<file path="src/rtl/core/ctl_pkg.sv">
`timescale 1ns / 1ps
package ctl_pkg;

  localparam int unsigned LineBits = 16;
  localparam int unsigned NumRes   = 4;
  localparam int unsigned CntBits  = 3;
  localparam int unsigned QDepth   = 4;
  localparam int unsigned QIdxBits = 2;

  localparam logic [LineBits-1:0] LineTop = {LineBits{1'b1}};

  typedef enum logic [11:0] {
    ModeIdle      = 12'h001,
    ModePendB     = 12'h002,
    ModePendSlash = 12'h004,
    ModeString    = 12'h008,
    ModeBinary    = 12'h010,
    ModeNumber    = 12'h020,
    ModeNumExp    = 12'h040,
    ModeIdent     = 12'h080,
    ModeHash      = 12'h100,
    ModeSlashC    = 12'h200,
    ModeBlock     = 12'h400,
    ModeBlockStar = 12'h800
  } mode_e;

  typedef enum logic [3:0] {
    TokEof    = 4'd0,
    TokEqual  = 4'd1,
    TokLbrace = 4'd2,
    TokRbrace = 4'd3,
    TokLbrack = 4'd4,
    TokRbrack = 4'd5,
    TokString = 4'd6,
    TokBinary = 4'd7,
    TokInt    = 4'd8,
    TokDouble = 4'd9,
    TokBool   = 4'd10,
    TokIdent  = 4'd11,
    TokComment = 4'd12,
    TokUnknown = 4'd13
  } tok_e;

  localparam logic [1:0] CmtNone  = 2'd0;
  localparam logic [1:0] CmtHash  = 2'd1;
  localparam logic [1:0] CmtSlash = 2'd2;
  localparam logic [1:0] CmtBlock = 2'd3;

  localparam logic [2:0] ErrNone   = 3'd0;
  localparam logic [2:0] ErrEscape = 3'd1;
  localparam logic [2:0] ErrString = 3'd2;
  localparam logic [2:0] ErrBinary = 3'd3;
  localparam logic [2:0] ErrBlock  = 3'd4;

  localparam logic       RecContent = 1'b0;
  localparam logic       RecFinish  = 1'b1;

  typedef struct packed {
    logic        kind;
    logic [3:0]  tok;
    logic [1:0]  cmt;
    logic [7:0]  data;
    logic [15:0] line;
    logic [2:0]  err;
  } rec_t;

  // one input byte's worth of results
  typedef struct packed {
    logic [CntBits-1:0] cnt;
    rec_t [NumRes-1:0]  recs;
  } bundle_t;

endpackage

</file>
<file path="src/rtl/core/ctl_front.sv">
`timescale 1ns / 1ps
module ctl_front (
  input  logic                     clk_i,
  input  logic                     rst_ni,
  input  logic                     cfg_valid_i,
  output logic                     cfg_ready_o,
  input  logic [15:0]              cfg_data_i,
  input  logic                     in_valid_i,
  output logic                     in_ready_o,
  input  logic [7:0]               byte_i,
  input  logic                     eos_i,
  output logic                     push_o,
  input  logic                     full_i,
  output ctl_pkg::bundle_t         bundle_o
);
  import ctl_pkg::*;

  logic [15:0]          start_q;
  mode_e                mode_q, mode_d;
  logic                 esc_q, esc_d, dbl_q, dbl_d, txt_q, txt_d;
  logic [3:0]           kw_q, kw_d;
  logic [LineBits-1:0]  line_q, line_d, cstart_q, cstart_d;
  bundle_t              b;

  assign cfg_ready_o = 1'b1;
  assign in_ready_o  = !full_i;
  assign push_o      = in_valid_i && !full_i;
  assign bundle_o    = b;

  function automatic logic is_dig(logic [7:0] c);
    return c >= "0" && c <= "9";
  endfunction
  function automatic logic is_alp(logic [7:0] c);
    return (c >= "a" && c <= "z") || (c >= "A" && c <= "Z");
  endfunction
  function automatic logic [3:0] kw_step(logic [3:0] k, logic [7:0] c);
    logic [7:0] w;
    w = 8'd0;
    case (k)
      4'd1: w = "r";
      4'd2: w = "u";
      4'd3: w = "e";
      4'd5: w = "a";
      4'd6: w = "l";
      4'd7: w = "s";
      4'd8: w = "e";
      default: w = 8'd0;
    endcase
    return (w != 8'd0 && w == c) ? k + 4'd1 : 4'd0;
  endfunction

  logic [LineBits-1:0] start_sat;
  always_comb begin
    if (LineBits >= 16) start_sat = LineBits'(start_q);
    else start_sat = (start_q < 16'(LineTop)) ? LineBits'(start_q) : LineTop;
  end

  always_comb begin
    logic [7:0] c;
    logic       redo;
    c = byte_i;
    mode_d = mode_q; esc_d = esc_q; dbl_d = dbl_q; txt_d = txt_q;
    kw_d = kw_q; line_d = line_q; cstart_d = cstart_q;
    b = '0;
    redo = 1'b0;

    if (eos_i) begin
      unique case (mode_q) inside
        ModePendB: begin
          b.recs[b.cnt[1:0]] = '{RecContent, TokEof, CmtNone, "b", 16'd0, ErrNone};
          b.cnt = b.cnt + 1'b1;
          b.recs[b.cnt[1:0]] = '{RecFinish, TokIdent, CmtNone, 8'd0, line_q[15:0], ErrNone};
          b.cnt = b.cnt + 1'b1;
        end
        ModePendSlash: begin
          b.recs[b.cnt[1:0]] = '{RecContent, TokEof, CmtNone, "/", 16'd0, ErrNone};
          b.cnt = b.cnt + 1'b1;
          b.recs[b.cnt[1:0]] = '{RecFinish, TokUnknown, CmtNone, 8'd0, line_q[15:0], ErrNone};
          b.cnt = b.cnt + 1'b1;
        end
        ModeString: begin
          b.recs[b.cnt[1:0]] = '{RecFinish, TokUnknown, CmtNone, 8'd0, line_q[15:0], ErrString};
          b.cnt = b.cnt + 1'b1;
        end
        ModeBinary: begin
          b.recs[b.cnt[1:0]] = '{RecFinish, TokUnknown, CmtNone, 8'd0, line_q[15:0], ErrBinary};
          b.cnt = b.cnt + 1'b1;
        end
        ModeNumber, ModeNumExp: begin
          b.recs[b.cnt[1:0]] = '{RecFinish, dbl_q ? TokDouble : TokInt, CmtNone, 8'd0,
                                 line_q[15:0], ErrNone};
          b.cnt = b.cnt + 1'b1;
        end
        ModeIdent: begin
          b.recs[b.cnt[1:0]] = '{RecFinish,
                                 (kw_q == 4'd4 || kw_q == 4'd9) ? TokBool : TokIdent,
                                 CmtNone, 8'd0, line_q[15:0], ErrNone};
          b.cnt = b.cnt + 1'b1;
        end
        ModeHash: begin
          b.recs[b.cnt[1:0]] = '{RecFinish, TokComment, CmtHash, 8'd0, line_q[15:0], ErrNone};
          b.cnt = b.cnt + 1'b1;
        end
        ModeSlashC: begin
          b.recs[b.cnt[1:0]] = '{RecFinish, TokComment, CmtSlash, 8'd0, line_q[15:0], ErrNone};
          b.cnt = b.cnt + 1'b1;
        end
        ModeBlock: begin
          b.recs[b.cnt[1:0]] = '{RecFinish, TokUnknown, CmtNone, 8'd0, line_q[15:0], ErrBlock};
          b.cnt = b.cnt + 1'b1;
        end
        ModeBlockStar: begin
          b.recs[b.cnt[1:0]] = '{RecContent, TokEof, CmtNone, "*", 16'd0, ErrNone};
          b.cnt = b.cnt + 1'b1;
          b.recs[b.cnt[1:0]] = '{RecFinish, TokUnknown, CmtNone, 8'd0, line_q[15:0], ErrBlock};
          b.cnt = b.cnt + 1'b1;
        end
        default: ;
      endcase
      b.recs[b.cnt[1:0]] = '{RecFinish, TokEof, CmtNone, 8'd0, line_q[15:0], ErrNone};
      b.cnt = b.cnt + 1'b1;
      mode_d = ModeIdle; esc_d = 1'b0; dbl_d = 1'b0; txt_d = 1'b0; kw_d = '0;
      cstart_d = '0; line_d = start_sat;
    end else begin
      // first pass: mode-specific handling; redo falls through to idle handling
      unique case (mode_q) inside
        ModeIdle: redo = 1'b1;
        ModePendB: begin
          if (c == "\"") mode_d = ModeBinary;
          else begin
            b.recs[b.cnt[1:0]] = '{RecContent, TokEof, CmtNone, "b", 16'd0, ErrNone};
            b.cnt = b.cnt + 1'b1;
            if (is_alp(c) || is_dig(c) || c == "_" || c == ".") begin
              b.recs[b.cnt[1:0]] = '{RecContent, TokEof, CmtNone, c, 16'd0, ErrNone};
              b.cnt = b.cnt + 1'b1;
              kw_d = 4'd0; mode_d = ModeIdent;
            end else begin
              b.recs[b.cnt[1:0]] = '{RecFinish, TokIdent, CmtNone, 8'd0, line_q[15:0], ErrNone};
              b.cnt = b.cnt + 1'b1;
              kw_d = 4'd0;
              redo = 1'b1;
            end
          end
        end
        ModePendSlash: begin
          if (c == "/") mode_d = ModeSlashC;
          else if (c == "*") begin
            mode_d = ModeBlock; cstart_d = line_q;
          end else begin
            b.recs[b.cnt[1:0]] = '{RecContent, TokEof, CmtNone, "/", 16'd0, ErrNone};
            b.cnt = b.cnt + 1'b1;
            b.recs[b.cnt[1:0]] = '{RecFinish, TokUnknown, CmtNone, 8'd0, line_q[15:0], ErrNone};
            b.cnt = b.cnt + 1'b1;
            redo = 1'b1;
          end
        end
        ModeString: begin
          if (esc_q) begin
            esc_d = 1'b0;
            case (c) inside
              "\"", "\\": begin
                b.recs[b.cnt[1:0]] = '{RecContent, TokEof, CmtNone, c, 16'd0, ErrNone};
                b.cnt = b.cnt + 1'b1;
              end
              "n": begin
                b.recs[b.cnt[1:0]] = '{RecContent, TokEof, CmtNone, 8'h0a, 16'd0, ErrNone};
                b.cnt = b.cnt + 1'b1;
              end
              "r": begin
                b.recs[b.cnt[1:0]] = '{RecContent, TokEof, CmtNone, 8'h0d, 16'd0, ErrNone};
                b.cnt = b.cnt + 1'b1;
              end
              "t": begin
                b.recs[b.cnt[1:0]] = '{RecContent, TokEof, CmtNone, 8'h09, 16'd0, ErrNone};
                b.cnt = b.cnt + 1'b1;
              end
              default: begin
                b.recs[b.cnt[1:0]] = '{RecFinish, TokUnknown, CmtNone, 8'd0, line_q[15:0],
                                       ErrEscape};
                b.cnt = b.cnt + 1'b1;
                mode_d = ModeIdle;
              end
            endcase
          end else if (c == "\\") esc_d = 1'b1;
          else if (c == "\"") begin
            b.recs[b.cnt[1:0]] = '{RecFinish, TokString, CmtNone, 8'd0, line_q[15:0], ErrNone};
            b.cnt = b.cnt + 1'b1;
            mode_d = ModeIdle;
          end else begin
            if (c == 8'h0a && line_q != LineTop) line_d = line_q + 1'b1;
            b.recs[b.cnt[1:0]] = '{RecContent, TokEof, CmtNone, c, 16'd0, ErrNone};
            b.cnt = b.cnt + 1'b1;
          end
        end
        ModeBinary: begin
          if (c == "\"") begin
            b.recs[b.cnt[1:0]] = '{RecFinish, TokBinary, CmtNone, 8'd0, line_q[15:0], ErrNone};
            b.cnt = b.cnt + 1'b1;
            mode_d = ModeIdle;
          end else begin
            if (c == 8'h0a && line_q != LineTop) line_d = line_q + 1'b1;
            b.recs[b.cnt[1:0]] = '{RecContent, TokEof, CmtNone, c, 16'd0, ErrNone};
            b.cnt = b.cnt + 1'b1;
          end
        end
        ModeNumber, ModeNumExp: begin
          mode_d = ModeNumber;
          if (mode_q == ModeNumExp && (c == "+" || c == "-")) begin
            b.recs[b.cnt[1:0]] = '{RecContent, TokEof, CmtNone, c, 16'd0, ErrNone};
            b.cnt = b.cnt + 1'b1;
          end else if (is_dig(c)) begin
            b.recs[b.cnt[1:0]] = '{RecContent, TokEof, CmtNone, c, 16'd0, ErrNone};
            b.cnt = b.cnt + 1'b1;
          end else if (c == "." && !dbl_q) begin
            dbl_d = 1'b1;
            b.recs[b.cnt[1:0]] = '{RecContent, TokEof, CmtNone, c, 16'd0, ErrNone};
            b.cnt = b.cnt + 1'b1;
          end else if ((c == "e" || c == "E") && txt_q) begin
            dbl_d = 1'b1; mode_d = ModeNumExp;
            b.recs[b.cnt[1:0]] = '{RecContent, TokEof, CmtNone, c, 16'd0, ErrNone};
            b.cnt = b.cnt + 1'b1;
          end else begin
            b.recs[b.cnt[1:0]] = '{RecFinish, dbl_q ? TokDouble : TokInt, CmtNone, 8'd0,
                                   line_q[15:0], ErrNone};
            b.cnt = b.cnt + 1'b1;
            redo = 1'b1;
          end
        end
        ModeIdent: begin
          if (is_alp(c) || is_dig(c) || c == "_" || c == ".") begin
            b.recs[b.cnt[1:0]] = '{RecContent, TokEof, CmtNone, c, 16'd0, ErrNone};
            b.cnt = b.cnt + 1'b1;
            kw_d = kw_step(kw_q, c);
          end else begin
            b.recs[b.cnt[1:0]] = '{RecFinish,
                                   (kw_q == 4'd4 || kw_q == 4'd9) ? TokBool : TokIdent,
                                   CmtNone, 8'd0, line_q[15:0], ErrNone};
            b.cnt = b.cnt + 1'b1;
            redo = 1'b1;
          end
        end
        ModeHash, ModeSlashC: begin
          if (c == 8'h0a) begin
            line_d = (line_q != LineTop) ? line_q + 1'b1 : line_q;
            b.recs[b.cnt[1:0]] = '{RecFinish, TokComment,
                                   (mode_q == ModeHash) ? CmtHash : CmtSlash,
                                   8'd0, line_d[15:0], ErrNone};
            b.cnt = b.cnt + 1'b1;
            mode_d = ModeIdle;
          end else begin
            b.recs[b.cnt[1:0]] = '{RecContent, TokEof, CmtNone, c, 16'd0, ErrNone};
            b.cnt = b.cnt + 1'b1;
          end
        end
        ModeBlock, ModeBlockStar: begin
          if (mode_q == ModeBlockStar && c == "/") begin
            b.recs[b.cnt[1:0]] = '{RecFinish, TokComment, CmtBlock, 8'd0, cstart_q[15:0],
                                   ErrNone};
            b.cnt = b.cnt + 1'b1;
            mode_d = ModeIdle;
          end else begin
            if (mode_q == ModeBlockStar) begin
              b.recs[b.cnt[1:0]] = '{RecContent, TokEof, CmtNone, "*", 16'd0, ErrNone};
              b.cnt = b.cnt + 1'b1;
            end
            mode_d = ModeBlock;
            if (c == "*") mode_d = ModeBlockStar;
            else begin
              if (c == 8'h0a && line_q != LineTop) line_d = line_q + 1'b1;
              b.recs[b.cnt[1:0]] = '{RecContent, TokEof, CmtNone, c, 16'd0, ErrNone};
              b.cnt = b.cnt + 1'b1;
            end
          end
        end
        default: redo = 1'b1;
      endcase

      if (redo) begin
        mode_d = ModeIdle;
        case (c) inside
          8'h0a: if (line_q != LineTop) line_d = line_q + 1'b1;
          8'h20, 8'h09, 8'h0d: ;
          "=", "{", "}", "[", "]": begin
            b.recs[b.cnt[1:0]] = '{RecContent, TokEof, CmtNone, c, 16'd0, ErrNone};
            b.cnt = b.cnt + 1'b1;
            b.recs[b.cnt[1:0]] = '{RecFinish,
                                   (c == "=") ? TokEqual : (c == "{") ? TokLbrace :
                                   (c == "}") ? TokRbrace : (c == "[") ? TokLbrack : TokRbrack,
                                   CmtNone, 8'd0, line_q[15:0], ErrNone};
            b.cnt = b.cnt + 1'b1;
          end
          "b": mode_d = ModePendB;
          "\"": begin
            mode_d = ModeString; esc_d = 1'b0;
          end
          "#": mode_d = ModeHash;
          "/": mode_d = ModePendSlash;
          default: begin
            b.recs[b.cnt[1:0]] = '{RecContent, TokEof, CmtNone, c, 16'd0, ErrNone};
            b.cnt = b.cnt + 1'b1;
            if (c == "+" || c == "-" || is_dig(c)) begin
              dbl_d = 1'b0; txt_d = 1'b1; mode_d = ModeNumber;
            end else if (is_alp(c) || c == "_") begin
              kw_d = (c == "t") ? 4'd1 : (c == "f") ? 4'd5 : 4'd0;
              mode_d = ModeIdent;
            end else begin
              b.recs[b.cnt[1:0]] = '{RecFinish, TokUnknown, CmtNone, 8'd0, line_q[15:0],
                                     ErrNone};
              b.cnt = b.cnt + 1'b1;
            end
          end
        endcase
      end
    end
  end

  always_ff @(posedge clk_i or negedge rst_ni) begin
    if (!rst_ni) begin
      start_q  <= 16'd1;
      mode_q   <= ModeIdle;
      esc_q    <= 1'b0;
      dbl_q    <= 1'b0;
      txt_q    <= 1'b0;
      kw_q     <= '0;
      line_q   <= LineBits'(1);
      cstart_q <= '0;
    end else begin
      if (cfg_valid_i) start_q <= cfg_data_i;
      if (push_o) begin
        mode_q   <= mode_d;
        esc_q    <= esc_d;
        dbl_q    <= dbl_d;
        txt_q    <= txt_d;
        kw_q     <= kw_d;
        line_q   <= line_d;
        cstart_q <= cstart_d;
      end
    end
  end

endmodule

</file>
<file path="src/rtl/core/ctl_back.sv">
`timescale 1ns / 1ps
module ctl_back (
  input  logic             clk_i,
  input  logic             rst_ni,
  input  logic             push_i,
  input  ctl_pkg::bundle_t bundle_i,
  output logic             full_o,
  output logic             out_valid_o,
  input  logic             out_ready_i,
  output ctl_pkg::rec_t    rec_o,
  output logic             last_o
);
  import ctl_pkg::*;

  bundle_t               q_q [QDepth];
  logic [QIdxBits-1:0]   wp_q, rp_q;
  logic [QIdxBits:0]     fill_q;
  logic [CntBits-1:0]    sub_q;
  logic                  push_eff, pop;
  bundle_t               head;

  assign head     = q_q[rp_q];
  assign push_eff = push_i && (bundle_i.cnt != '0);
  assign full_o   = (fill_q == (QIdxBits+1)'(QDepth));
  assign out_valid_o = (fill_q != '0);
  assign rec_o    = head.recs[sub_q[1:0]];
  assign last_o   = (sub_q + 1'b1 == head.cnt);
  assign pop      = out_valid_o && out_ready_i && last_o;

  always_ff @(posedge clk_i) begin
    if (push_eff) q_q[wp_q] <= bundle_i;
  end

  always_ff @(posedge clk_i or negedge rst_ni) begin
    if (!rst_ni) begin
      wp_q   <= '0;
      rp_q   <= '0;
      fill_q <= '0;
      sub_q  <= '0;
    end else begin
      if (push_eff) wp_q <= wp_q + 1'b1;
      if (out_valid_o && out_ready_i) begin
        sub_q <= last_o ? '0 : sub_q + 1'b1;
        if (last_o) rp_q <= rp_q + 1'b1;
      end
      fill_q <= fill_q + (QIdxBits+1)'(push_eff) - (QIdxBits+1)'(pop);
    end
  end

endmodule

</file>
<file path="src/rtl/core/config_text_lexer.sv">
`timescale 1ns / 1ps
// Key = value text lexer. One byte (or end-of-stream mark) is taken per cycle
// while the four-entry result queue has room; each byte yields zero to four
// records which drain one per cycle while the master side is ready, so the sustained
// rate is one byte per cycle when each byte yields at most one record, otherwise
// set by the output drain. line_start takes effect at end of stream; reset starts at line 1.
module config_text_lexer (
  input  logic        clk_i,
  input  logic        rst_ni,
  input  logic        cfg_valid_i,
  output logic        cfg_ready_o,
  input  logic [15:0] cfg_data_i,
  input  logic        s_axis_tvalid_i,
  output logic        s_axis_tready_o,
  input  logic [7:0]  s_axis_tdata_i,   // byte_in
  input  logic        s_axis_tuser_i,   // end_of_stream
  output logic        m_axis_tvalid_o,
  input  logic        m_axis_tready_i,
  output logic [39:0] m_axis_tdata_o,   // token_kind, comment_kind, data_byte, line_number, error_code
  output logic        m_axis_tuser_o,   // record_kind
  output logic        m_axis_tlast_o    // last_of_run
);
  import ctl_pkg::*;

  logic    push, full;
  bundle_t bundle;
  rec_t    rec;

  ctl_front u_front (
    .clk_i, .rst_ni, .cfg_valid_i, .cfg_ready_o, .cfg_data_i,
    .in_valid_i(s_axis_tvalid_i), .in_ready_o(s_axis_tready_o),
    .byte_i(s_axis_tdata_i), .eos_i(s_axis_tuser_i),
    .push_o(push), .full_i(full), .bundle_o(bundle)
  );

  ctl_back u_back (
    .clk_i, .rst_ni, .push_i(push), .bundle_i(bundle), .full_o(full),
    .out_valid_o(m_axis_tvalid_o), .out_ready_i(m_axis_tready_i),
    .rec_o(rec), .last_o(m_axis_tlast_o)
  );

  assign m_axis_tuser_o = rec.kind;
  assign m_axis_tdata_o = {7'd0, rec.err, rec.line, rec.data, rec.cmt, rec.tok};

  a_eos_last: assert property (@(posedge clk_i) disable iff (!rst_ni)
    m_axis_tvalid_o && rec.kind == RecFinish && rec.tok == TokEof |-> m_axis_tlast_o)
    else $error("eof record not last");
  a_content_clean: assert property (@(posedge clk_i) disable iff (!rst_ni)
    m_axis_tvalid_o && rec.kind == RecContent |-> rec.err == ErrNone)
    else $error("content with error");
  a_full_stall: assert property (@(posedge clk_i) disable iff (!rst_ni)
    full |-> !s_axis_tready_o)
    else $error("accept while full");

endmodule
</file>
<file path="config.mk">
export PLATFORM = sky130hd
export DESIGN_NAME = config_text_lexer
export DESIGN_NICKNAME = d
export VERILOG_FILES = /design/src/rtl/core/ctl_pkg.sv /design/src/rtl/core/ctl_front.sv /design/src/rtl/core/ctl_back.sv /design/src/rtl/core/config_text_lexer.sv
export SDC_FILE = /design/constraint.sdc
export NUM_CORES = 1
export LEC_CHECK = 0
export ABC_CLOCK_PERIOD_IN_PS = 27300
export BUFFER_PORTS_ARGS = -buffer_cell sky130_fd_sc_hd__buf_4
export CORE_MARGIN = 3
export CORE_UTILIZATION = 65
export CTS_CLUSTER_SIZE = 20
export DETAILED_ROUTE_END_ITERATION = 10
export PLACE_DENSITY = 0.83
export SLEW_MARGIN = 5
export SYNTH_ARGS = -nofsm -noshare
export SYNTH_HDL_FRONTEND = slang
export SYNTH_SLANG_ARGS = --single-unit
</file>
<file path="constraint.sdc">
create_clock -name clk_i -period 27.3 [get_ports clk_i]
set_clock_uncertainty 0.2 [all_clocks]
set_input_delay 2.73 -clock clk_i [delete_from_list [all_inputs] [get_ports clk_i]]
set_output_delay 2.73 -clock clk_i [all_outputs]
set_load 0.05 [all_outputs]
</file>
==> Word level (Yosys, flattened, before mapping) <==
Memory sizes are Yosys's and may differ from the RTL's.
Cells that the tools add are included.
{ "word_totals": {"regBits": 77, "latch_bits": 0, "ram_bits": 556, "mem_bits_ro": 0, "output_inout_bits": 45, "word_cells": 352, "memories": 1} }
{ "classes": {"n_addsub": 11, "n_mul": 0, "div_mod_pow": 0, "n_lt_le_gt_ge": 15, "n_eq_ne": 64, "shifts": 0, "mux": 198, "bitwise_logic": 0, "n_reduce_logical": 51} }
{ "memory_table": {"columns": ["name", "depth", "word_bits", "rd", "rd_ports_with_merged_regs", "wr", "line_no", "rtl"], "rows": [
  ["u_back.q_q", 4, 139, 1, 0, 1, "ctl_back.sv:15", "bundle_t q_q [QDepth];"]
]} }
{ "ops": {"columns": ["operator", "count"], "rows": [
  ["2-to-1 mux 139 bit", 12],
  ["2-to-1 mux 34 bit", 28],
  ["bitwise mux 136 bit", 5],
  ["2-to-1 mux 68 bit", 5],
  ["one-hot mux 34 bit (10 select lines)", 1],
  ["2-to-1 mux 12 bit", 27],
  ["demux 34 bit (select 2 bit)", 4],
  ["one-hot mux 34 bit (8 select lines)", 1],
  ["2-to-1 mux 16 bit", 16],
  ["one-hot mux 34 bit (3 select lines)", 2],
  ["equality test 8 x 7 -> 1 bit (second input constant)", 13],
  ["2-to-1 mux 102 bit", 1],
  ["one-hot mux 12 bit (7 select lines)", 1],
  ["equality test 8 x 6 -> 1 bit (second input constant)", 9],
  ["2-to-1 mux 4 bit", 18],
  ["binary-select mux 34 bit (select 2 bit)", 1],
  ["one-hot mux 16 bit (4 select lines)", 1],
  ["2-to-1 mux 1 bit", 51],
  ["one-hot mux 7 bit (6 select lines)", 1],
  ["2-to-1 mux 8 bit", 4],
  ["!= test 5 bit (second input constant)", 6],
  ["2-to-1 mux 3 bit", 9],
  ["2-to-1 mux 25 bit", 1],
  ["equality test 8 x 4 -> 1 bit (second input constant)", 3],
  ["55 further kinds", 119]
]} }

==> Logic depth before layout (Yosys ltp) <==
{ "depth": {"word_depth": 35, "ltp_mapped": 19} }

==> Hierarchy <==
Synthesis repeated with hierarchy kept, for this count alone.
{ "hier_totals": {"cells_unflattened": 1907, "hier_area_um2": 29540.8} }
{ "modules_own_cells": {"columns": ["module", "instances", "cells_per_inst", "area_each_um2"], "rows": [
  ["ctl_back", 1, 834, 21702.1],
  ["ctl_front", 1, 1065, 7782.5],
  ["config_text_lexer", 1, 8, 56.3]
]} }

==> Worst setup path after synthesis <==
Ideal clock, no wire load.
{ "synth_timing": {"kind": "input-to-reg", "start": "in s_axis_tdata_i[4]", "end": "mem u_back.q_q[0][0] (netlist name), enable pin", "setup_time_ns": 0.788, "arrival_time_ns": 14.912, "t_required_ns": 26.312, "slack_ns": 11.400, "path_stages": 15, "path_buffers": 1, "cell_sequence": "clkbuf_1 -> or4b_1 -> nor3_1 -> inv_1 -> ha_1 -> nand3_1 -> and4_1 -> inv_1 -> ha_1 -> nor3b_1 -> mux2i_1 -> a311oi_1 -> nor3_2 -> a211oi_2 -> nor3b_1"} }
{ "synth_rtl": {"columns": ["item", "line_no", "rtl"], "rows": [
  ["start, declared", "config_text_lexer.sv:15", "input logic [7:0] s_axis_tdata_i,"],
  ["end, declared", "ctl_back.sv:15", null]
]} }

==> impl_results.md <==
* IO Pins at 75
* Synth top area cells: edfxtp_1 (56%), mux4_2 (13%), dfrtp_1 (6.9%)
* CTS max path bufs at 3
* #FFs+latches synth at approximately 580
* GP Congestion at just under 1
* Fin util at 0.732
* Crit Path Category: in -> reg
* N_diodes at 0
* Largest net degree at the start of global routing at 79
* Core Rows at 73
* CP cell instances: buf_4 > or4b_1 > nor3_1 > inv_1 > ha_1 > nand3_1 > and4_1 > inv_1 > ha_1 > nor3b_1 > mux2i_1 > a311oi_1 > nor3_2 > a211oi_2 > nor3b_2 > buf_4 > buf_4
* Combinational share of power at 0.379
* Syn_area_per_cell at 15.1 sq um
* Clock buffer count from CTS at 55
* Post-synth EDFFs at 500
* Antenna-violating nets left at 0
* Total gr overflow at 0
* P per Cell Area at 111 nW/um^2
* DR pass1 iterations at 6
* PostCTS Resize Cnt at 0
* DRT iter0 DRCs at 2652
* CTS Sinks at ~580
* WL/cell at approximately 33 microns
* Fin nets at between 1500 and 2000
* Die area at 43700 sq um
* Hold Crit Class: reg -> reg
* Commonest non-fill, non-tap cell in the layout: edfxtp_1
* Leakage Power at just over 10 nW
* Synth top area share at 0.561
* Ys flop type: edfxtp_1
* Initial Util at 0.666
* Clk slew on worst S/H paths at 60 ps
* Switching pwr at roughly 1.2 mW
* Sw frac at 0.381
* CP top delay family: simple AND/OR/NAND/NOR gates
* Clock power frac at 0.220
* Setup violators final at 0
* DR vias/cell at approximately 7.4
* First-pass GRT wire length at roughly 120000 microns
* Slew Viols, Final at 0
* CP max stage cell: buf_4
* Initial antenna violation count at 0
* Sequential Power Share at 0.401
* Crit path buffers/inverters at 5
* Register area share after synthesis at 0.633
* Drc violations at 0
* Tot Pwr at between 3 and 4 mW
* I/O Buffers at 66
* # H-tree levels at 2
* Die Ht at roughly 210 microns
* Area delta synth->final at 9.81%
* GRT Total Usage at 0.364
* Tcrit/Tclk final at 0.310
* Final wirelength at between 70000 and 80000 microns
* Commonest non-fill, non-tap cells in the layout: edfxtp_1 (500), mux4_2 (154), nand2_1 (118)
* Startpoint Class: input port
* Slew @ Worst Pin at around 1500 ps
* Root Driver: clkbuf_16
* Max cap viols at 1
* Top cell by count, worst path: buf_4
* Critical Path End Type: flop
* Die Width at around 210 microns
* CTS Hold Buffers Added at 0
* Mapped Area at 26800 sq um
* Violated checks: max-capacitance violations
* Later-pin clock latency in the skew report at between 600 and 700 ps
* Synth Warn # at 0
* Fraction of layout cells with a size suffix above 1 at 0.210
* Post-synth ARST share at 0.133
* Post-CTS Setup Inserts at 0
* CP Data Required Time at around 27000 ps
* Leading area contributor after synthesis: edfxtp_1
* CP peak stage delay at 850 ps
* CORE AREA at 40200 sq um
* CP arrival at about 8500 ps
* Pint at ~2.0 mW
* Final setup TNS at 0 ps
* DP Wirelength at between 50000 and 60000 microns
* Fmax at approximately 0.12 GHz
* Vias in the first global route at around 18000
* Yosys cell types at slightly above 90
* Final hold violations at 0
* Worst slew margin at 0.00655
* Via count at 17596
* CP max FO at 71
* Status: finished with violations
* CTS tree: done
* Fin crit period at ~8500 ps
* Worst VDD drop at about 80 uV
* Cells after synthesis at 1773
* RSZ-0062 raised after global routing: false
[layer usage]
metal  track usage  up-vias  share of wire
li1              -     7188              -
met1         0.512     8913           0.37
met2         0.583     1278           0.48
met3        0.0722      217           0.11
met4         0.123        0          0.037
met5             0        -              0
[registers in the layout, summed over array words and instances, names as in the netlist]
register / cells
u_back.fill_q: 3
u_back.q_q: 500
u_back.rp_q: 2
u_back.sub_q: 3
u_back.wp_q: 2
u_front.cstart_q: 16
u_front.dbl_q: 1
u_front.esc_q: 1
u_front.kw_q: 4
u_front.line_q: 16
u_front.mode_q: 12
u_front.start_q: 16
u_front.txt_q: 1
[worst register-to-register path, stage by stage (launching register included)]
cell and delay [ps]:
dfrtp_1 520, or4_1 750, nor4_2 830, ha_1 370, nand3_1 70, and4_1 350, inv_1 170, ha_1 290
nor3b_1 140, mux2i_1 180, a311oi_1 80, nor3_2 620, a211oi_2 210, nor3b_2 300, buf_4 430, buf_4 870
[cell families after synthesis]
family / share of synthesized area
AND/OR/NAND/NOR: 0.0915
flip-flops: 0.633
XOR/XNOR: 0.00883
AO/OA/AOI/OAI: 0.0915
multiplexers: 0.138
buffers and inverters: 0.0246
other: 0.000281
adder cells (fa/ha/maj): 0.0124
[final cells by class]
cell class | instances | area, sq um
inverters | 38 | 143
repair buffers | 103 | 773
clock inverters | 25 | 189
clock buffers | 74 | 1460
multi-input cells | 1041 | 9230
well taps | 525 | 657
fillers | 2341 | 10800
flip-flops and latches | 577 | 17000
[per-stage QoR]
stage	setup WS, ps	hold WS, ps	instance area [sq um]	cells
floorplan	11400	271	26800	1779
global placement	18600	287	27800	2284
detailed placement	18400	292	27800	2284
CTS	19050	309	29400	2383
global route	18580	326	29400	2383
finish	18840	304	29400	2383
[final timing paths]
kind                                                      start                         endpoint  slack [ps]  depth (start not counted)
worst max-delay path                          s_axis_tdata_i[4]     u_back.q_q[3][111]$_DFFE_PP_       18840                         17
worst min-delay path            u_front.start_q[12]$_DFFE_PN0P_  u_front.start_q[12]$_DFFE_PN0P_         300                          1
worst max register to register    u_front.mode_q[5]$_DFFE_PN0P_     u_back.q_q[3][111]$_DFFE_PP_       20380                         15
worst min register to register  u_front.start_q[12]$_DFFE_PN0P_  u_front.start_q[12]$_DFFE_PN0P_         300                          1
max in group asynchronous                                rst_ni       u_back.rp_q[1]$_DFFE_PN0P_       23990                          1
min in group asynchronous                                rst_ni   u_front.start_q[3]$_DFFE_PN0P_        2120                          1
[cell usage after synthesis, types with 12 or more instances]
library cell	count
a21oi_1	91
a22o_1	21
a31oi_1	16
and2_1	54
and3_1	18
buf_1	15
clkbuf_1	90
dfrtp_1	74
edfxtp_1	500
ha_1	25
inv_1	37
mux2_2	13
mux4_2	154
nand2_1	118
nand2b_1	13
nand3_1	41
nand4_1	12
nor2_1	67
nor3_1	38
nor3b_1	14
nor4_1	22
o211ai_1	12
o21ai_0	50
o22ai_1	22
o31ai_1	17
xnor2_1	19
[power groups by stage]
stage / Sequential, mW / Clock, mW / Combinational, mW
after floorplan: 1.27 / 0 / 0.908
after global placement: 1.30 / 0 / 1.19
after detailed placement: 1.31 / 0 / 1.21
after CTS: 1.31 / 0.724 / 1.23
after global routing: 1.32 / 0.755 / 1.29
final: 1.31 / 0.717 / 1.24
No activity file was read; power rests on OpenSTA's default activity.
